--- src/design/lbfg_pkg.sv ---
// Shared types and constants for the LED bar frame generator.
// Holds item structs, command and register codes, and the duration helper.
// No dependencies.
package lbfg_pkg;

    localparam int CMD_W     = 2;
    localparam int VALUE_W   = 4;
    localparam int TIMER_W   = 10;
    localparam int CFG_IDX_W = 2;
    localparam int CFG_DW    = 10;

    localparam logic [CMD_W-1:0] CMD_TICK   = 2'd0;
    localparam logic [CMD_W-1:0] CMD_SINGLE = 2'd1;
    localparam logic [CMD_W-1:0] CMD_LEVEL  = 2'd2;

    localparam logic [CFG_IDX_W-1:0] REG_HALF_PERIOD = 2'd0;
    localparam logic [CFG_IDX_W-1:0] REG_LATCH_HIGH  = 2'd1;
    localparam logic [CFG_IDX_W-1:0] REG_SHORT       = 2'd2;
    localparam logic [CFG_IDX_W-1:0] REG_GAP         = 2'd3;

    typedef struct packed {
        logic [CMD_W-1:0]   command;
        logic [VALUE_W-1:0] led_value;
        logic               lit;
        logic               forward;
    } in_item_t;

    typedef struct packed {
        logic clock_level;
        logic data_level;
        logic busy_res;
        logic rejected;
    } out_item_t;

    // Frame request latched at start.
    typedef struct packed {
        logic               level_mode;
        logic [VALUE_W-1:0] value;
        logic               lit;
        logic               forward;
    } frame_req_t;

    // Data pin actions at a slot clock rise.
    typedef struct packed {
        logic set_data;
        logic clr_data;
    } slot_act_t;

    // Zero duration counts as one tick.
    function automatic logic [TIMER_W-1:0] dur(input logic [TIMER_W-1:0] v);
        return (v == '0) ? TIMER_W'(1) : v;
    endfunction

endpackage

--- src/design/led_bar_frame_generator.sv ---
// LED bar frame generator top level: command decode, waveform sequencer,
// configuration registers and result register.
// Depends on lbfg_pkg and lbfg_slot_decode.
// An item's result is registered at the edge that accepts it.
// Throughput: one item per cycle, set by the single-pass next-state logic, unless a held result stalls it.
// Input stays open while the result register drains (s_ready = !m_valid || m_ready).
// Reset (aresetn low, synchronous): idle, clock and data pins low, registers at
// 9/14/4/240 ticks, result register empty. No clearing pass.
module led_bar_frame_generator
    import lbfg_pkg::*;
#(
    parameter int LED_SLOTS       = 10,
    parameter int BITS_PER_SLOT   = 8,
    parameter int PREAMBLE_PULSES = 11,
    parameter int TAIL_PULSES     = 12
) (
    input  logic                 aclk,
    input  logic                 aresetn,
    // item input
    input  logic                 s_valid,
    output logic                 s_ready,
    input  in_item_t             s_data,
    // result output
    output logic                 m_valid,
    input  logic                 m_ready,
    output out_item_t            m_data,
    // configuration writes
    input  logic                 cfg_wr_en,
    input  logic [CFG_IDX_W-1:0] cfg_index,
    input  logic [CFG_DW-1:0]    cfg_wdata
);

    localparam int DATA_PULSES = 4;
    localparam int SLOT_PULSES = LED_SLOTS * BITS_PER_SLOT;
    localparam int MAX_A  = (SLOT_PULSES > PREAMBLE_PULSES) ? SLOT_PULSES : PREAMBLE_PULSES;
    localparam int MAX_B  = (TAIL_PULSES > DATA_PULSES) ? TAIL_PULSES : DATA_PULSES;
    localparam int MAX_P  = (MAX_A > MAX_B) ? MAX_A : MAX_B;
    localparam int PIDX_W = $clog2(MAX_P + 1);

    // Sequencer phases
    localparam logic [3:0] PH_IDLE      = 4'd0;
    localparam logic [3:0] PH_PRE       = 4'd1;
    localparam logic [3:0] PH_SLOT      = 4'd2;
    localparam logic [3:0] PH_TAIL      = 4'd3;
    localparam logic [3:0] PH_LATCH_HI  = 4'd4;
    localparam logic [3:0] PH_LATCH_LO  = 4'd5;
    localparam logic [3:0] PH_LATCH_HI2 = 4'd6;
    localparam logic [3:0] PH_GAP       = 4'd7;
    localparam logic [3:0] PH_DPULSE    = 4'd8;
    localparam logic [3:0] PH_FINAL     = 4'd9;

    // Configuration registers
    logic [7:0]         half_reg;
    logic [7:0]         latch_reg;
    logic [7:0]         short_reg;
    logic [TIMER_W-1:0] gap_reg;

    // Sequencer state
    logic [3:0]         phase_reg,  phase_next;
    logic [PIDX_W-1:0]  pidx_reg,   pidx_next;
    logic               high_reg,   high_next;
    logic [TIMER_W-1:0] timer_reg,  timer_next;
    frame_req_t         req_reg,    req_next;
    logic               clock_reg,  clock_next;
    logic               data_reg,   data_next;

    // Result register
    logic               m_valid_reg;
    out_item_t          m_data_reg, m_data_next;

    logic               s_fire;
    logic               is_start;
    logic [TIMER_W-1:0] t_dec;
    logic [PIDX_W-1:0]  pidx_inc;
    logic [PIDX_W-1:0]  train_count;
    logic [3:0]         train_after;
    logic               rise;
    logic [3:0]         rise_phase;
    logic [PIDX_W-1:0]  rise_idx;
    logic               rej;
    slot_act_t          slot_act;

    assign s_ready  = !m_valid_reg || m_ready;
    assign s_fire   = s_valid && s_ready;
    assign m_valid  = m_valid_reg;
    assign m_data   = m_data_reg;
    assign is_start = (s_data.command == CMD_SINGLE) || (s_data.command == CMD_LEVEL);
    assign t_dec    = (timer_reg != '0) ? (timer_reg - TIMER_W'(1)) : '0;
    assign pidx_inc = pidx_reg + PIDX_W'(1);

    // pulse count and successor of the current clock train
    always_comb begin
        case (phase_reg)
            PH_PRE: begin
                train_count = PIDX_W'(PREAMBLE_PULSES);
                train_after = PH_SLOT;
            end
            PH_SLOT: begin
                train_count = PIDX_W'(SLOT_PULSES);
                train_after = PH_TAIL;
            end
            default: begin
                train_count = PIDX_W'(TAIL_PULSES);
                train_after = PH_LATCH_HI;
            end
        endcase
    end

    // data pin decision for the clock rise being started
    lbfg_slot_decode #(
        .LED_SLOTS    (LED_SLOTS),
        .BITS_PER_SLOT(BITS_PER_SLOT),
        .PIDX_W       (PIDX_W)
    ) u_slot_decode (
        .pulse_idx(rise_idx),
        .req      (req_reg),
        .act      (slot_act)
    );

    // Next state for one item
    always_comb begin
        phase_next = phase_reg;
        pidx_next  = pidx_reg;
        high_next  = high_reg;
        timer_next = timer_reg;
        req_next   = req_reg;
        clock_next = clock_reg;
        data_next  = data_reg;
        rise       = 1'b0;
        rise_phase = phase_reg;
        rise_idx   = pidx_reg;
        rej        = 1'b0;

        if (is_start) begin
            if (phase_reg != PH_IDLE) begin
                rej = 1'b1;                 // frame in flight: ignore, flag
            end else begin
                req_next.level_mode = (s_data.command == CMD_LEVEL);
                req_next.value      = s_data.led_value;
                req_next.lit        = s_data.lit;
                req_next.forward    = s_data.forward;
                phase_next          = PH_PRE;
                pidx_next           = '0;
                rise                = 1'b1;
                rise_phase          = PH_PRE;
                rise_idx            = '0;
            end
        end else if (phase_reg != PH_IDLE) begin
            timer_next = t_dec;
            if (t_dec == '0) begin
                case (phase_reg)
                    PH_PRE, PH_SLOT, PH_TAIL: begin
                        if (high_reg) begin
                            clock_next = 1'b0;
                            high_next  = 1'b0;
                            timer_next = dur(TIMER_W'(half_reg));
                        end else if (pidx_inc >= train_count) begin
                            phase_next = train_after;
                            pidx_next  = '0;
                            if (train_after == PH_LATCH_HI) begin
                                clock_next = 1'b1;
                                timer_next = dur(TIMER_W'(latch_reg));
                            end else begin
                                rise       = 1'b1;
                                rise_phase = train_after;
                                rise_idx   = '0;
                            end
                        end else begin
                            pidx_next = pidx_inc;
                            rise      = 1'b1;
                            rise_idx  = pidx_inc;
                        end
                    end
                    PH_LATCH_HI: begin
                        phase_next = PH_LATCH_LO;
                        clock_next = 1'b0;
                        timer_next = dur(TIMER_W'(short_reg));
                    end
                    PH_LATCH_LO: begin
                        phase_next = PH_LATCH_HI2;
                        clock_next = 1'b1;
                        timer_next = dur(TIMER_W'(short_reg));
                    end
                    PH_LATCH_HI2: begin
                        phase_next = PH_GAP;
                        clock_next = 1'b0;
                        timer_next = dur(gap_reg);
                    end
                    PH_GAP: begin
                        phase_next = PH_DPULSE;
                        pidx_next  = '0;
                        high_next  = 1'b1;
                        data_next  = 1'b1;
                        timer_next = dur(TIMER_W'(short_reg));
                    end
                    PH_DPULSE: begin
                        // data pulses with clock held low
                        if (high_reg) begin
                            high_next  = 1'b0;
                            data_next  = 1'b0;
                            timer_next = dur(TIMER_W'(short_reg));
                        end else if (pidx_inc < PIDX_W'(DATA_PULSES)) begin
                            pidx_next  = pidx_inc;
                            high_next  = 1'b1;
                            data_next  = 1'b1;
                            timer_next = dur(TIMER_W'(short_reg));
                        end else begin
                            phase_next = PH_FINAL;
                            pidx_next  = '0;
                            clock_next = 1'b1;
                            timer_next = dur(TIMER_W'(short_reg));
                        end
                    end
                    PH_FINAL: begin
                        phase_next = PH_IDLE;
                        clock_next = 1'b0;
                        timer_next = '0;
                        high_next  = 1'b0;
                    end
                    default: begin
                        phase_next = PH_IDLE;
                        timer_next = '0;
                    end
                endcase
            end
        end

        // common clock rise of the pulse trains
        if (rise) begin
            clock_next = 1'b1;
            high_next  = 1'b1;
            timer_next = dur(TIMER_W'(half_reg));
            if (rise_phase == PH_SLOT) begin
                if (slot_act.set_data) begin
                    data_next = 1'b1;
                end
                if (slot_act.clr_data) begin
                    data_next = 1'b0;
                end
            end
        end

        // a start shows its new levels; a tick shows the levels it spans
        m_data_next.clock_level = is_start ? clock_next : clock_reg;
        m_data_next.data_level  = is_start ? data_next  : data_reg;
        m_data_next.busy_res    = (phase_next != PH_IDLE);
        m_data_next.rejected    = rej;
    end

    // Configuration registers
    always_ff @(posedge aclk) begin
        if (!aresetn) begin
            half_reg  <= 8'd9;
            latch_reg <= 8'd14;
            short_reg <= 8'd4;
            gap_reg   <= TIMER_W'(240);
        end else if (cfg_wr_en) begin
            case (cfg_index)
                REG_HALF_PERIOD: half_reg  <= cfg_wdata[7:0];
                REG_LATCH_HIGH:  latch_reg <= cfg_wdata[7:0];
                REG_SHORT:       short_reg <= cfg_wdata[7:0];
                REG_GAP:         gap_reg   <= cfg_wdata[TIMER_W-1:0];
                default: begin
                end
            endcase
        end
    end

    // Sequencer state, advanced once per accepted item
    always_ff @(posedge aclk) begin
        if (!aresetn) begin
            phase_reg <= PH_IDLE;
            pidx_reg  <= '0;
            high_reg  <= 1'b0;
            timer_reg <= '0;
            clock_reg <= 1'b0;
            data_reg  <= 1'b0;
        end else if (s_fire) begin
            phase_reg <= phase_next;
            pidx_reg  <= pidx_next;
            high_reg  <= high_next;
            timer_reg <= timer_next;
            clock_reg <= clock_next;
            data_reg  <= data_next;
        end
    end

    // Latched request: payload, no reset
    always_ff @(posedge aclk) begin
        if (s_fire) begin
            req_reg <= req_next;
        end
    end

    // Result register
    always_ff @(posedge aclk) begin
        if (!aresetn) begin
            m_valid_reg <= 1'b0;
        end else if (s_fire) begin
            m_valid_reg <= 1'b1;
        end else if (m_ready) begin
            m_valid_reg <= 1'b0;
        end
    end

    always_ff @(posedge aclk) begin
        if (s_fire) begin
            m_data_reg <= m_data_next;
        end
    end

    // Checks
    a_reject_flag: assert property (@(posedge aclk) disable iff (!aresetn)
        (s_fire && is_start && (phase_reg != PH_IDLE)) |=> m_data_reg.rejected)
        else $error("start while busy not flagged");

    a_idle_quiet: assert property (@(posedge aclk) disable iff (!aresetn)
        (phase_reg == PH_IDLE) |-> (!clock_reg && (timer_reg == '0)))
        else $error("idle with clock high or timer running");

    a_hold_phase: assert property (@(posedge aclk) disable iff (!aresetn)
        (s_fire && !is_start && (phase_reg != PH_IDLE) && (timer_reg > TIMER_W'(1)))
        |=> (phase_reg == $past(phase_reg)))
        else $error("phase left before its timer ran out");

    a_train_high: assert property (@(posedge aclk) disable iff (!aresetn)
        (((phase_reg == PH_PRE) || (phase_reg == PH_SLOT) || (phase_reg == PH_TAIL))
         && high_reg) |-> clock_reg)
        else $error("train high half with clock low");

endmodule

--- src/design/lbfg_slot_decode.sv ---
// Slot decoder: compares a slot-train pulse index against each slot's rise and
// fall bit and decides whether the data pin rises or falls at that clock rise.
// Depends on lbfg_pkg.
module lbfg_slot_decode
    import lbfg_pkg::*;
#(
    parameter int LED_SLOTS     = 10,
    parameter int BITS_PER_SLOT = 8,
    parameter int PIDX_W        = 7
) (
    input  logic [PIDX_W-1:0] pulse_idx,
    input  frame_req_t        req,
    output slot_act_t         act
);

    localparam int CMP_W    = VALUE_W + 1;
    localparam int RISE_BIT = 0;
    localparam int FALL_BIT = 4;

    logic [CMP_W-1:0]     value_w;
    logic [LED_SLOTS-1:0] slot_match;

    assign value_w = {1'b0, req.value};

    // per-slot selection; reverse fill counts from the last slot
    always_comb begin
        for (int s = 0; s < LED_SLOTS; s++) begin
            slot_match[s] = !req.level_mode ? (value_w == CMP_W'(s + 1))
                          : req.forward     ? (CMP_W'(s) < value_w)
                          : (CMP_W'(LED_SLOTS - 1 - s) < value_w);
        end
    end

    // pulse index of each slot's rise and fall bit is a constant
    always_comb begin
        act.set_data = 1'b0;
        act.clr_data = 1'b0;
        for (int s = 0; s < LED_SLOTS; s++) begin
            if (pulse_idx == PIDX_W'(s * BITS_PER_SLOT + RISE_BIT)) begin
                act.set_data = slot_match[s] && (req.level_mode || req.lit);
            end
            if (pulse_idx == PIDX_W'(s * BITS_PER_SLOT + FALL_BIT)) begin
                act.clr_data = slot_match[s];
            end
        end
    end

endmodule
--- config.mk ---
export PLATFORM = sky130hd
export DESIGN_NAME = led_bar_frame_generator
export DESIGN_NICKNAME = d
export VERILOG_FILES = /design/src/design/lbfg_pkg.sv /design/src/design/led_bar_frame_generator.sv /design/src/design/lbfg_slot_decode.sv
export SDC_FILE = /design/constraint.sdc
export NUM_CORES = 1
export LEC_CHECK = 0
export BUFFER_PORTS_ARGS = -buffer_cell sky130_fd_sc_hd__buf_2
export CAP_MARGIN = 10
export CORE_AREA = 2 2 112 81
export CTS_BUF_LIST = sky130_fd_sc_hd__clkbuf_16
export DETAILED_ROUTE_END_ITERATION = 6
export DIE_AREA = 0 0 114 83
export PLACE_DENSITY_LB_ADDON = 0.3
export SLEW_MARGIN = 20
export SYNTH_ARGS = -nofsm -noshare
export SYNTH_HDL_FRONTEND = slang
export SYNTH_SLANG_ARGS = --single-unit
--- constraint.sdc ---
create_clock -name aclk -period 8.4 [get_ports aclk]
set_input_delay 1.68 -clock aclk [delete_from_list [all_inputs] [get_ports aclk]]
set_output_delay 1.68 -clock aclk [all_outputs]
set_load 0.005 [all_outputs]
---- After elaboration in Yosys (flattened, before gate mapping) ----
Index checks and enable logic that the tools add are counted.
cells by class
  add/subtract/negate cells ............... 2
  bitwise operators ....................... 1
  divide/modulo/power cells ............... 0
  eq/ne operators ......................... 48
  magnitude comparators ................... 12
  reductions and logical operators ........ 44
  shift-type cells ........................ 0
  multiplexer cells ....................... 127
  $mul .................................... 0
operators with widths
  cell                                                                  count
  7-bit two-way mux                                                     15
  10-bit two-way mux                                                    9
  1-bit two-way mux                                                     77
  4-bit two-way mux                                                     15
  7-bit by 6-bit == test with 1-bit output, second input constant       8
  4-bit by 3-bit == test with 1-bit output, second input constant       9
  10-bit case mux with 3 select lines                                   1
  7-bit by 5-bit == test with 1-bit output, second input constant       4
  7-bit == test, second input constant                                  4
  8-bit logical NOT                                                     3
  8-bit two-way mux                                                     3
  4-bit case mux with 6 select lines                                    1
  7-bit case mux with 3 select lines                                    1
  4-bit by 2-bit == test with 1-bit output, second input constant       5
  4-bit == test, second input constant                                  5
  10-bit logical NOT                                                    2
  3-bit by 4-bit < comparator with 1-bit output, first input constant   4
  4-bit nonzero test                                                    4
  7-bit by 4-bit == test with 1-bit output, second input constant       2
  7-bit case mux with 2 select lines                                    1
  1-bit logical AND                                                     11
  10-bit nonzero test                                                   1
  2-bit nonzero test                                                    5
  10-bit by 1-bit subtractor with 10-bit output, second input constant  1
  other kinds (27)                                                      43
storage, ports and cells
  logic and storage cells ................. 253
  register bits ........................... 70
  ROM bits ................................ 0
  input bits .............................. 25
  memories ................................ 0
  RAM bits ................................ 0
  bits in latches ......................... 0
  output and inout port bits .............. 6

---- Longest topological paths before layout ----
Gate-level depths: netlist (run 1).
  depth in word-level cells ............... 26
  gate-level depth with buffers ........... 17

---- Hierarchy ----
From an unflattened synthesis (run 1), not the netlist that was laid out.
unflattened totals
  cells, all modules ...................... 609
  area, all modules ....................... 4750.8 um^2
by module, submodules not included
  module                   area an instance (um^2)  sequential area each (um^2)  cells an instance  times used
  led_bar_frame_generator  4212.8                   1511.4                       522                1
  lbfg_slot_decode         538.0                    0.0                          87                 1

---- Worst setup path after synthesis (run 1) ----
Ideal clock, no wire load.
  kind .................................... input -> register
  start ................................... input s_data[6] (netlist name)
  end ..................................... register data_reg
  cell stages on the path ................. 13
  path buffers ............................ 1
  data required time ...................... 8.273 ns
  arrival time ............................ 4.183 ns
  path slack .............................. 4.090 ns
  path through ............................ inv_1 -> ha_1 -> or3_1 -> clkbuf_1 -> nand2_1 -> inv_1 -> mux2_2 -> a21oi_2 -> nor4b_4 -> mux2i_1 -> mux2i_1 -> a2111oi_2 -> nor3_1
on the way
  word-level cells in the longest chain between the ends .. 18
  elaborated cells on any way between the ends .. 52
  those cells by class .................... 22 x eq/ne; 28 x mux; 2 x reduce/logical
ends and longest elaborated chain
  what                                                                       line                            RTL
  start: declaration                                                         led_bar_frame_generator.sv:22   input in_item_t s_data,
  2-bit by 1-bit == test with 1-bit output or 2-bit == test (tied branches)  led_bar_frame_generator.sv:87   assign is_start = (s_data.command == CMD_SINGLE) || (s_data.command == CMD_LEVEL);
  1-bit logical OR (*)                                                       led_bar_frame_generator.sv:87
  7-bit two-way mux                                                          led_bar_frame_generator.sv:134  if (is_start) begin
  7-bit logical NOT                                                          lbfg_slot_decode.sv:39          if (pulse_idx == PIDX_W'(s * BITS_PER_SLOT + RISE_BIT)) begin
  1-bit two-way mux (10 in series)                                           lbfg_slot_decode.sv:39
  1-bit two-way mux                                                          led_bar_frame_generator.sv:234  if (slot_act.set_data) begin
  1-bit two-way mux                                                          led_bar_frame_generator.sv:237  if (slot_act.clr_data) begin
  1-bit two-way mux                                                          led_bar_frame_generator.sv:233  if (rise_phase == PH_SLOT) begin
  1-bit two-way mux (*)                                                      led_bar_frame_generator.sv:229  if (rise) begin
  end signal: assignment                                                     led_bar_frame_generator.sv:284  data_reg <= data_next;
  end: declaration                                                           led_bar_frame_generator.sv:65   logic data_reg, data_next;
Every way passes the cells marked *; elsewhere a longest branch is shown, timed or not.
A chain may end at the register's enable or synchronous reset.

---- Final worst setup path (run 1) ----
  start ................................... register phase_reg[0]
  end ..................................... register data_reg
on the way
  word-level cells in the longest chain between the ends .. 25
  elaborated cells on any way between the ends .. 84
  those cells by class .................... 1 x order compare; 26 x eq/ne; 54 x mux; 3 x reduce/logical
ends and longest elaborated chain
  what                                                                          line                            RTL
  start: declaration                                                            led_bar_frame_generator.sv:59   logic [3:0] phase_reg, phase_next;
  start signal: assignment                                                      led_bar_frame_generator.sv:279  phase_reg <= phase_next;
  parallel branches: the longest is 24 deep, another holds 7-bit >= comparator  --
  1-bit two-way mux (*)                                                         led_bar_frame_generator.sv:229
Mark *: on every way between the ends.

==> out/results.txt, run 1 <==
The number of nets produced by synthesis is 711. Overflow left after global routing: 0. The tools report the number of sinks driven by the clock tree as 70. The share of synthesized flip-flops with an asynchronous set or reset is 0. In this run, synthesis inferred 11 flip-flops with an integrated enable.

The most used flip-flop cell after synthesis is sky130_fd_sc_hd__dfxtp_1. For the maximum vdd drop, the log shows 152.0 uV. Once the clock tree was built, the setup fixing pass inserted 0 buffers.

The sequential standard cell area came out at 1511 sq um. For the H-tree depth, the log shows 3. For the number of detailed-route iterations in the first pass, the log shows 5.

After detailed routing, the average wire length per cell comes to 18.56 microns. For the count of filler cells inserted in the layout, the log shows 726. The post-cts hold buffer count is 0. The sequential share of power is 0.340. Sorting the synthesized cells by how often they occur yields sky130_fd_sc_hd__nand2_1, sky130_fd_sc_hd__nor2_1, sky130_fd_sc_hd__a21oi_1. The floorplan has 28 rows. For the final database, setup skew stands at 0.006436 ns. The worst endpoint required time came out at 8.62 ns. In the final design database the tool counted 716 nets. The diode insertion count for antenna repair is 0. The clock share of power came out at 0.403.

The multi-input combinational cells in the finished layout cover a total of 3202 sq um. The share of post-route cells with drive strength above 1 was 0.1064; the overall global routing resource usage was 0.3158. The DRC violation total after the first TritonRoute iteration is 724, and the number of DRC violations after detailed routing is 0. The library cell with the highest instance count after synthesis is sky130_fd_sc_hd__nand2_1. After clock tree synthesis, the repair step resized 0 gates.

The startpoint-to-endpoint class of the critical path is reg2reg. Setup violations remaining at the end of the flow were counted as 0. The final cycle utilization of the critical path works out to 0.5883. The tools report the final hold violation count as 0. Clock-pin slew was measured on the worst setup and hold paths at 0.06 ns. For the pin with the worst max-slew slack, the measured transition is 0.8914 ns.

The detailed router placed 5,189 vias in this run. Relative to the synthesized area, the layout overhead comes to 10.41%. Routability-driven placement finished with a final weighted congestion of 0.9997. The tools report the HPWL reported at the end of detailed placement as 10,710 microns. The detail route stage leaves a number of antenna-violating nets equal to 0.

The first global-routing pass estimated 24,140 microns of wire. The largest buffer count on any clock path is 2, and the number of antenna violations at the first check in global routing is 0. The switching part of the total power was 0.3246; the max-slew violation count was 0. A synthesized cell averages 7.309 sq um.

For the overall power, the log shows 1149 uW. The number of ports placed on the die boundary was 31. The largest net degree at the start of global routing is 49, and the die span in y is 83 microns. The tools report the capturing element type of the critical path as a register.

The run gives 4,689 as the number of global-route vias before repair. For the number of buffers created by CTS, the log shows 9. The leakage power total was 0.002040 uW. Counting every instance in the synthesized netlist gives 676. The placeable core region was 8338 sq um. The area fraction of the dominant cell type after synthesis is 0.2390. The tools report the worst slew slack as a fraction of its limit as 0.4045. The clock period could shrink to 4.941 ns. The total of flip-flops plus latches after synthesis is 70. For this run, the number of Yosys warnings is 0. Setup repair after global routing left no endpoint under its margin. STA classifies the critical path startpoint as a register.

Counting instances, the worst hold path has a depth of 2. The overall die width is 114 microns. The worst hold path belongs to the class reg2reg. The die covers 9462 sq um. The per-cell via count in the routed design was 6.560.

The tools report the clock root buffer as sky130_fd_sc_hd__clkbuf_16. TritonCTS built the clock tree. The number of maximum-capacitance violations came out at 0. The later pin in the worst-skew pair is clocked with a latency of 0.34 ns. The proportion of power drawn by combinational gates is 0.256, and the cell area power density is 210.6 nW/um^2. Adding up every negative setup slack in the final design gives 0 ns. Post-synthesis cell type count: 73. The run gives 0.5926 as the effective utilization at floorplan.

After synthesis, the cell types taking the most area are sky130_fd_sc_hd__dfxtp_1, sky130_fd_sc_hd__nand2_1, sky130_fd_sc_hd__edfxtp_1. In this run the tool buffered the top-level ports with 30 buffer cells. Timing would allow up to 202.4 MHz.

The synthesized netlist occupies a cell area of 4941 sq um. The biggest area contributor in the post-synthesis netlist is sky130_fd_sc_hd__dfxtp_1. The run finished with clean final reports.

The internal power is 775.8 uW, and the maximum fanout along the worst path is 26. The number of cells on the worst reg-to-reg path was 16; the sequential fraction of the synthesis area was 0.3059. After detailed routing, the total wire length is 14,680 microns.

The reported net switching power was 372.8 uW; the endpoint arrival time on the critical path was 5.16 ns.
==> power by group through the flow <==
stage	registers [uW]	logic, uW	clock network (uW)
CTS	390	285	468
finish	391	294	463
detailed placement	397	281	0
global route	394	324	479
global placement	396	272	0
floorplan	380	227	0
==> area by class of cell <==
class | count | area share
clock buffers | 10 | 0.04587
clock inverters | 6 | 0.02133
inverters | 19 | 0.01307
multi-input cells | 548 | 0.5869
flip-flops and latches | 70 | 0.2771
well taps | 105 | 0.02408
repair buffers | 33 | 0.03165
==> cells in the final DEF (no fill, tap or decap), drive strengths merged, types with 5 or more instances in the layout <==
cell type    n
or3          9
a32oi        6
buf         33
mux2i       18
and3         7
nor3b        6
nand3       23
dfxtp       59
nor4         6
xnor2        6
o21ai       46
nand2      110
a21oi       64
o21a         6
a221oi       5
o221ai       5
clkbuf      10
or2          5
edfxtp      11
nand4        6
o211ai       7
nor2        85
o22ai        6
nor3        23
nor2b        8
ha          10
a211oi       7
and2         8
a22oi       16
inv         19
==> worst paths after layout <==
path | slack, ns | end | startpoint
worst min register to register | 0.47 | latch_reg[5]$_SDFFE_PN0P_ | latch_reg[5]$_SDFFE_PN0P_
worst max register to register | 3.46 | data_reg$_SDFFE_PN0P_ | phase_reg[0]$_SDFFE_PN0P_
worst min-delay path | 0.47 | latch_reg[5]$_SDFFE_PN0P_ | latch_reg[5]$_SDFFE_PN0P_
worst max-delay path | 3.46 | data_reg$_SDFFE_PN0P_ | phase_reg[0]$_SDFFE_PN0P_
==> routing by layer <==
| layer | wire, microns | up-vias | global-route usage |
|---|---|---|---|
| met5 | 0 | - | 0 |
| met3 | 1717 | 23 | 0.1015 |
| li1 | - | 2462 | - |
| met4 | 159 | 0 | 0.07317 |
| met1 | 6786 | 2410 | 0.4777 |
| met2 | 6016 | 294 | 0.4313 |
==> through the flow <==
stage	instances	cell area, sq um	hold WS, ns	utilization	worst slack, ns
detailed placement	775	5089	0.4604	0.6103	3.274
CTS	791	5455	0.4693	0.6543	3.611
finish	791	5455	0.4682	0.6543	3.459
global route	791	5455	0.4921	0.6543	3.136
floorplan	676	4941	0.4358	-	4.090
global placement	775	5089	0.4532	0.6103	3.569
==> worst max-delay path, cell delays in order, from the launching register on <==
cell	delay, ns
sky130_fd_sc_hd__dfxtp_1	0.87
sky130_fd_sc_hd__nor2_1	0.22
sky130_fd_sc_hd__nor3_1	0.45
sky130_fd_sc_hd__nand2_1	0.21
sky130_fd_sc_hd__inv_1	0.18
sky130_fd_sc_hd__ha_1	0.26
sky130_fd_sc_hd__a21oi_1	0.12
sky130_fd_sc_hd__o21ai_0	0.10
sky130_fd_sc_hd__nand4b_1	0.12
sky130_fd_sc_hd__o211ai_1	0.16
sky130_fd_sc_hd__o21ai_2	0.50
sky130_fd_sc_hd__a21oi_1	0.27
sky130_fd_sc_hd__nor4b_4	0.41
sky130_fd_sc_hd__mux2i_1	0.31
sky130_fd_sc_hd__mux2i_1	0.14
sky130_fd_sc_hd__a2111oi_2	0.41
sky130_fd_sc_hd__nor3_1	0.09
==> logic make-up (layout without fill, tap and decap cells) <==
family,count (synthesis),in the layout,share of synthesized area
AOI/OAI and AO/OA,195,195,0.2578
xor gates and xnor gates,7,7,0.01393
adders and majority gates,11,11,0.02735
buffers and inverters,58,68,0.04609
DFF,70,70,0.3059
muxes,21,21,0.04330
and+or+nand+nor,314,314,0.3056
Power figures use the tool's default switching activity.
==> run 2: changes to the inputs <==
--- a/config.mk
+++ b/config.mk
@@ -5,12 +5,13 @@
 export SDC_FILE = /design/constraint.sdc
 export NUM_CORES = 1
 export LEC_CHECK = 0
+export ABC_AREA = 1
 export BUFFER_PORTS_ARGS = -buffer_cell sky130_fd_sc_hd__buf_2
 export CAP_MARGIN = 10
-export CORE_AREA = 2 2 112 81
+export CORE_AREA = 2 2 115 84
 export CTS_BUF_LIST = sky130_fd_sc_hd__clkbuf_16
 export DETAILED_ROUTE_END_ITERATION = 6
-export DIE_AREA = 0 0 114 83
+export DIE_AREA = 0 0 117 86
 export PLACE_DENSITY_LB_ADDON = 0.3
 export SLEW_MARGIN = 20
 export SYNTH_ARGS = -nofsm -noshare
==> constraint.sdc (replaced) <==
create_clock -name aclk -period 4.22 [get_ports aclk]
set_input_delay 0.844 -clock aclk [delete_from_list [all_inputs] [get_ports aclk]]
set_output_delay 0.844 -clock aclk [all_outputs]
set_load 0.005 [all_outputs]
==> out/results.txt, run 2 <==
Largest family of logic cells by synthesized area: simple AND/OR/NAND/NOR gates (unchanged). The placeable core region came out at 8890 sq um (was 8338 sq um). The first-pass GRT wire length was 23,070 microns (was 24,140 microns); the post-synthesis mux area share was 0 (was 0.04330).

Max-slew violation count: 0 (unchanged). The tools report the endpoint arrival time on the critical path as 3.78 ns (was 5.16 ns). The count of filler cells inserted in the layout was 814 (was 726); the post-synthesis share of cell area spent on full adders, half adders and majority gates was 0.02550 (was 0.02735). Setup repair after global routing left no endpoint under its margin. Capturing element type of the critical path: a register (unchanged).

The netlist area before placement was 4907 sq um (was 4941 sq um). The area added between synthesis and finish was 11.24% (was 10.41%); the leakage power total was 0.002515 uW (was 0.002040 uW). For the DRC violation total after the first TritonRoute iteration, the log shows 839 (was 724). Biggest area consumer among synthesized cells: sky130_fd_sc_hd__dfxtp_1 (unchanged). The number of synthesized flops with an enable pin was 11 (unchanged); the delay of the slowest cell on the worst path was 0.45 ns (was 0.87 ns). The most common cell after layout, fill and taps aside is sky130_fd_sc_hd__nand2_1 (unchanged).

Post-CTS repair timing setup buffer count: 0 (unchanged). Top post-synthesis cells by count: sky130_fd_sc_hd__nand2_1, sky130_fd_sc_hd__inv_1, sky130_fd_sc_hd__nor2_1 (was sky130_fd_sc_hd__nand2_1, sky130_fd_sc_hd__nor2_1, sky130_fd_sc_hd__a21oi_1). For the number of global-route vias before repair, the log shows 4,795 (was 4,689). The area fraction of the dominant cell type after synthesis is 0.2407 (was 0.2390), and the count of nets left with antenna violations after detail routing is 0 (unchanged). The number of port buffers came out at 30 (unchanged). Xor/xnor cell area share of the yosys netlist: 0.005354 (was 0.01393). Overall global routing resource usage: 0.2904 (was 0.3158). For the proportion of power drawn by combinational gates, the log shows 0.346 (was 0.256). Largest cells by area after synthesis: sky130_fd_sc_hd__dfxtp_1, sky130_fd_sc_hd__nand2_1, sky130_fd_sc_hd__inv_1 (was sky130_fd_sc_hd__dfxtp_1, sky130_fd_sc_hd__nand2_1, sky130_fd_sc_hd__edfxtp_1). Final cycle utilization of the critical path: 0.8406 (was 0.5883).

For the number of detailed-route iterations in the first pass, the log shows 6 (was 5). The most instantiated flip-flop cell in the synthesis netlist was sky130_fd_sc_hd__dfxtp_1 (unchanged). The overall die width was 117 microns (was 114 microns). The library cell with the highest instance count after synthesis is sky130_fd_sc_hd__nand2_1 (unchanged). Routed length per instance: 15.17 microns (was 18.56 microns). Dominant cell type by count on the critical path: sky130_fd_sc_hd__nand2_1. The count of instances resized after the clock tree is built was 0 (unchanged). The critical path's slowest cell was sky130_fd_sc_hd__dfxtp_1 (unchanged). The tools report the total negative slack as 0 ns (unchanged). The share of post-route cells with drive strength above 1 is 0.1071 (was 0.1064), and the number of nets in the final layout is 824 (was 716). The H-tree depth is 3 (unchanged). Routability-driven placement congestion ratio: 1.006 (was 0.9997). Via count: 5,404 (was 5,189). The logs give 0.335 (was 0.340) for the sequential share of power and 917.4 uW (was 372.8 uW) for the reported net switching power. The shortest period the worst path allows was 3.548 ns (was 4.941 ns). The overflow left after global routing was 0 (unchanged); the maximum frequency from static timing analysis was 281.9 MHz (was 202.4 MHz). The tools report the kind of start point of the critical path as a register (unchanged). The cell area power density was 428.6 nW/um^2 (was 210.6 nW/um^2); the sequential fraction of the synthesis area was 0.3080 (was 0.3059).

The run gives 0.5520 (was 0.5926) as the effective utilization at floorplan. TritonCTS built the clock tree. The total of flip-flops plus latches after synthesis was 70 (unchanged); the number of antenna violations at the first check in global routing was 0 (unchanged). The run gives 0 (unchanged) as the diode insertion count for antenna repair. The maximum fanout along the worst path is 9 (was 26), and the post-cts hold buffer count is 0 (unchanged). The post-synthesis compound-gate area fraction was 0.2448 (was 0.2578); the largest buffer count on any clock path was 2 (unchanged). The post-synthesis cell count is 764 (was 676). The tools report the internal power as 1422 uW (was 775.8 uW).

The switching part of the total power works out to 0.3921 (was 0.3246). The final hold violation count was 0 (unchanged); the pin slew with the least headroom to its limit was 0.9264 ns (was 0.8914 ns). The worst slew slack as a fraction of its limit came out at 0.3777 (was 0.4045). Post-synthesis cell type count: 45 (was 73).

The post-synthesis share of cell area spent on and, or, nand and nor gates was 0.3032 (was 0.3056); the per-cell via count in the routed design was 5.887 (was 6.560). Final-layout worst hold slack: 0.4547 ns (was 0.4682 ns). The run gives 0.34 ns (about the same) as the clock latency at the later pin of the worst-skew pair. The startpoint-to-endpoint class of the critical path is reg2reg (unchanged).

The number of maximum-capacitance violations was 0 (unchanged). The logs give 241.9 uV (was 152.0 uV) for the maximum vdd drop and 10,060 sq um (was 9462 sq um) for the die area. For the total wirelength of the detailed-routed design, the log shows 13,920 microns (was 14,680 microns). The number of nets produced by synthesis came out at 799 (was 711). The worst-case clock skew came out at 0.008493 ns (was 0.006436 ns). The mean post-synth cell area was 6.423 sq um (was 7.309 sq um). The largest net degree at the start of global routing was 30 (was 49). The number of sinks driven by the clock tree is 70 (unchanged), and the number of ports placed on the die boundary is 31 (unchanged). The clock root buffer is sky130_fd_sc_hd__clkbuf_16 (unchanged). The tools report the setup violation total in the final timing report as 0 (unchanged). Most frequent cells in the layout: sky130_fd_sc_hd__nand2_1, sky130_fd_sc_hd__inv_1, sky130_fd_sc_hd__nor2_1, sky130_fd_sc_hd__o21ai_0 (was sky130_fd_sc_hd__nand2_1, sky130_fd_sc_hd__nor2_1, sky130_fd_sc_hd__a21oi_1, sky130_fd_sc_hd__dfxtp_1, sky130_fd_sc_hd__o21ai_0). The run gives 10,810 microns (was 10,710 microns) as the HPWL reported at the end of detailed placement.

The type of the worst min-delay path is reg2reg (unchanged). The number of buffers created by CTS was 9 (unchanged); the clock-pin transition on the worst setup and hold timing paths was 0.06 ns (about the same). The flow ran to the end, and the final reports show no timing, DRC or antenna violations. The share of synthesized flip-flops with an asynchronous set or reset was 0 (unchanged); the worst endpoint required time was 4.45 ns (was 8.62 ns). The die span in y is 86 microns (was 83 microns). The logs give 29 (was 28) for the number of core rows and 0.319 (was 0.403) for the clock share of power. The number of DRC violations after detailed routing was 0 (unchanged). The Yosys warning count was 0 (unchanged).
==> run 2: cell types whose count changed after synthesis, moves of 12 or more <==
cell / before / now
sky130_fd_sc_hd__nand3_1: 23 / 50
sky130_fd_sc_hd__nand2_1: 110 / 144
sky130_fd_sc_hd__inv_1: 19 / 117
sky130_fd_sc_hd__mux2i_1: 18 / 0
sky130_fd_sc_hd__clkbuf_1: 32 / 20
sky130_fd_sc_hd__o21ai_0: 42 / 70
sky130_fd_sc_hd__nor3_1: 22 / 7
==> run 2: logic make-up after synthesis <==
family          after synthesis
simple gates                329
compound gates              204
buf+inv                     148
flops                        70
fa+ha+maj                    10
xor+xnor                      3
==> run 2: metrics by stage <==
stage | util | total power, uW | worst slack, ns | instances | area (sq um)
after CTS | 0.6141 | 2321 | 0.7078 | 918 | 5459
after global routing | 0.6141 | 2479 | 0.2671 | 918 | 5459
after global placement | 0.5813 | 1555 | 0.8456 | 902 | 5167
final | 0.6141 | 2339 | 0.6725 | 918 | 5459
after detailed placement | 0.5813 | 1578 | 0.7418 | 902 | 5167
after floorplan | - | 1380 | 1.126 | 764 | 4907
==> run 2: critical path: cells and delay by family, from the launching register on <==
kind                       cells  cell delay [ns]
and+or+nand+nor               19             1.92
adders and majority gates      2             0.50
DFF                            1             0.45
xor gates and xnor gates       1             0.25
AOI/OAI and AO/OA              2             0.25
buffers and inverters          1             0.04
==> run 2: area by class of cell <==
cell class                 instances  area, sq um  share of cell area
inverter                         128        480.5             0.08801
timing repair buffer              34        180.2             0.03300
tap                              124        155.1             0.02842
clock buffer                      10        250.2             0.04584
multi-input combinational        546         2840              0.5203
sequential                        70         1511              0.2769
clock inverter                     6        41.29            0.007564
==> run 2: metal layers <==
| metal | track usage | wire (microns) |
|---|---|---|
| met1 | 0.4445 | 6683 |
| met2 | 0.4083 | 5469 |
| met3 | 0.07350 | 1555 |
| met4 | 0.06096 | 215 |
| met5 | 0 | 0 |
==> run 2: path summary, 6_finish.rpt <==
| kind | to | slack, ns | cells past startpoint | start |
|---|---|---|---|---|
| worst max-delay path | data_reg$_SDFFE_PN0P_ | 0.67 | 25 | pidx_reg[0]$_SDFFE_PN0P_ |
| worst min-delay path | gap_reg[0]$_SDFFE_PN0P_ | 0.45 | 2 | gap_reg[0]$_SDFFE_PN0P_ |
| worst max register to register | data_reg$_SDFFE_PN0P_ | 0.67 | 25 | pidx_reg[0]$_SDFFE_PN0P_ |
| worst min register to register | gap_reg[0]$_SDFFE_PN0P_ | 0.45 | 2 | gap_reg[0]$_SDFFE_PN0P_ |
==> run 2: power by group through the flow <==
stage | registers, uW | clock network, uW | logic (uW)
2_1_floorplan | 778 | 0 | 602
3_3_place_gp | 793 | 0 | 761
3_5_place_dp | 795 | 0 | 783
4_1_cts | 781 | 751 | 788
5_1_grt | 790 | 780 | 909
6_report | 785 | 745 | 810
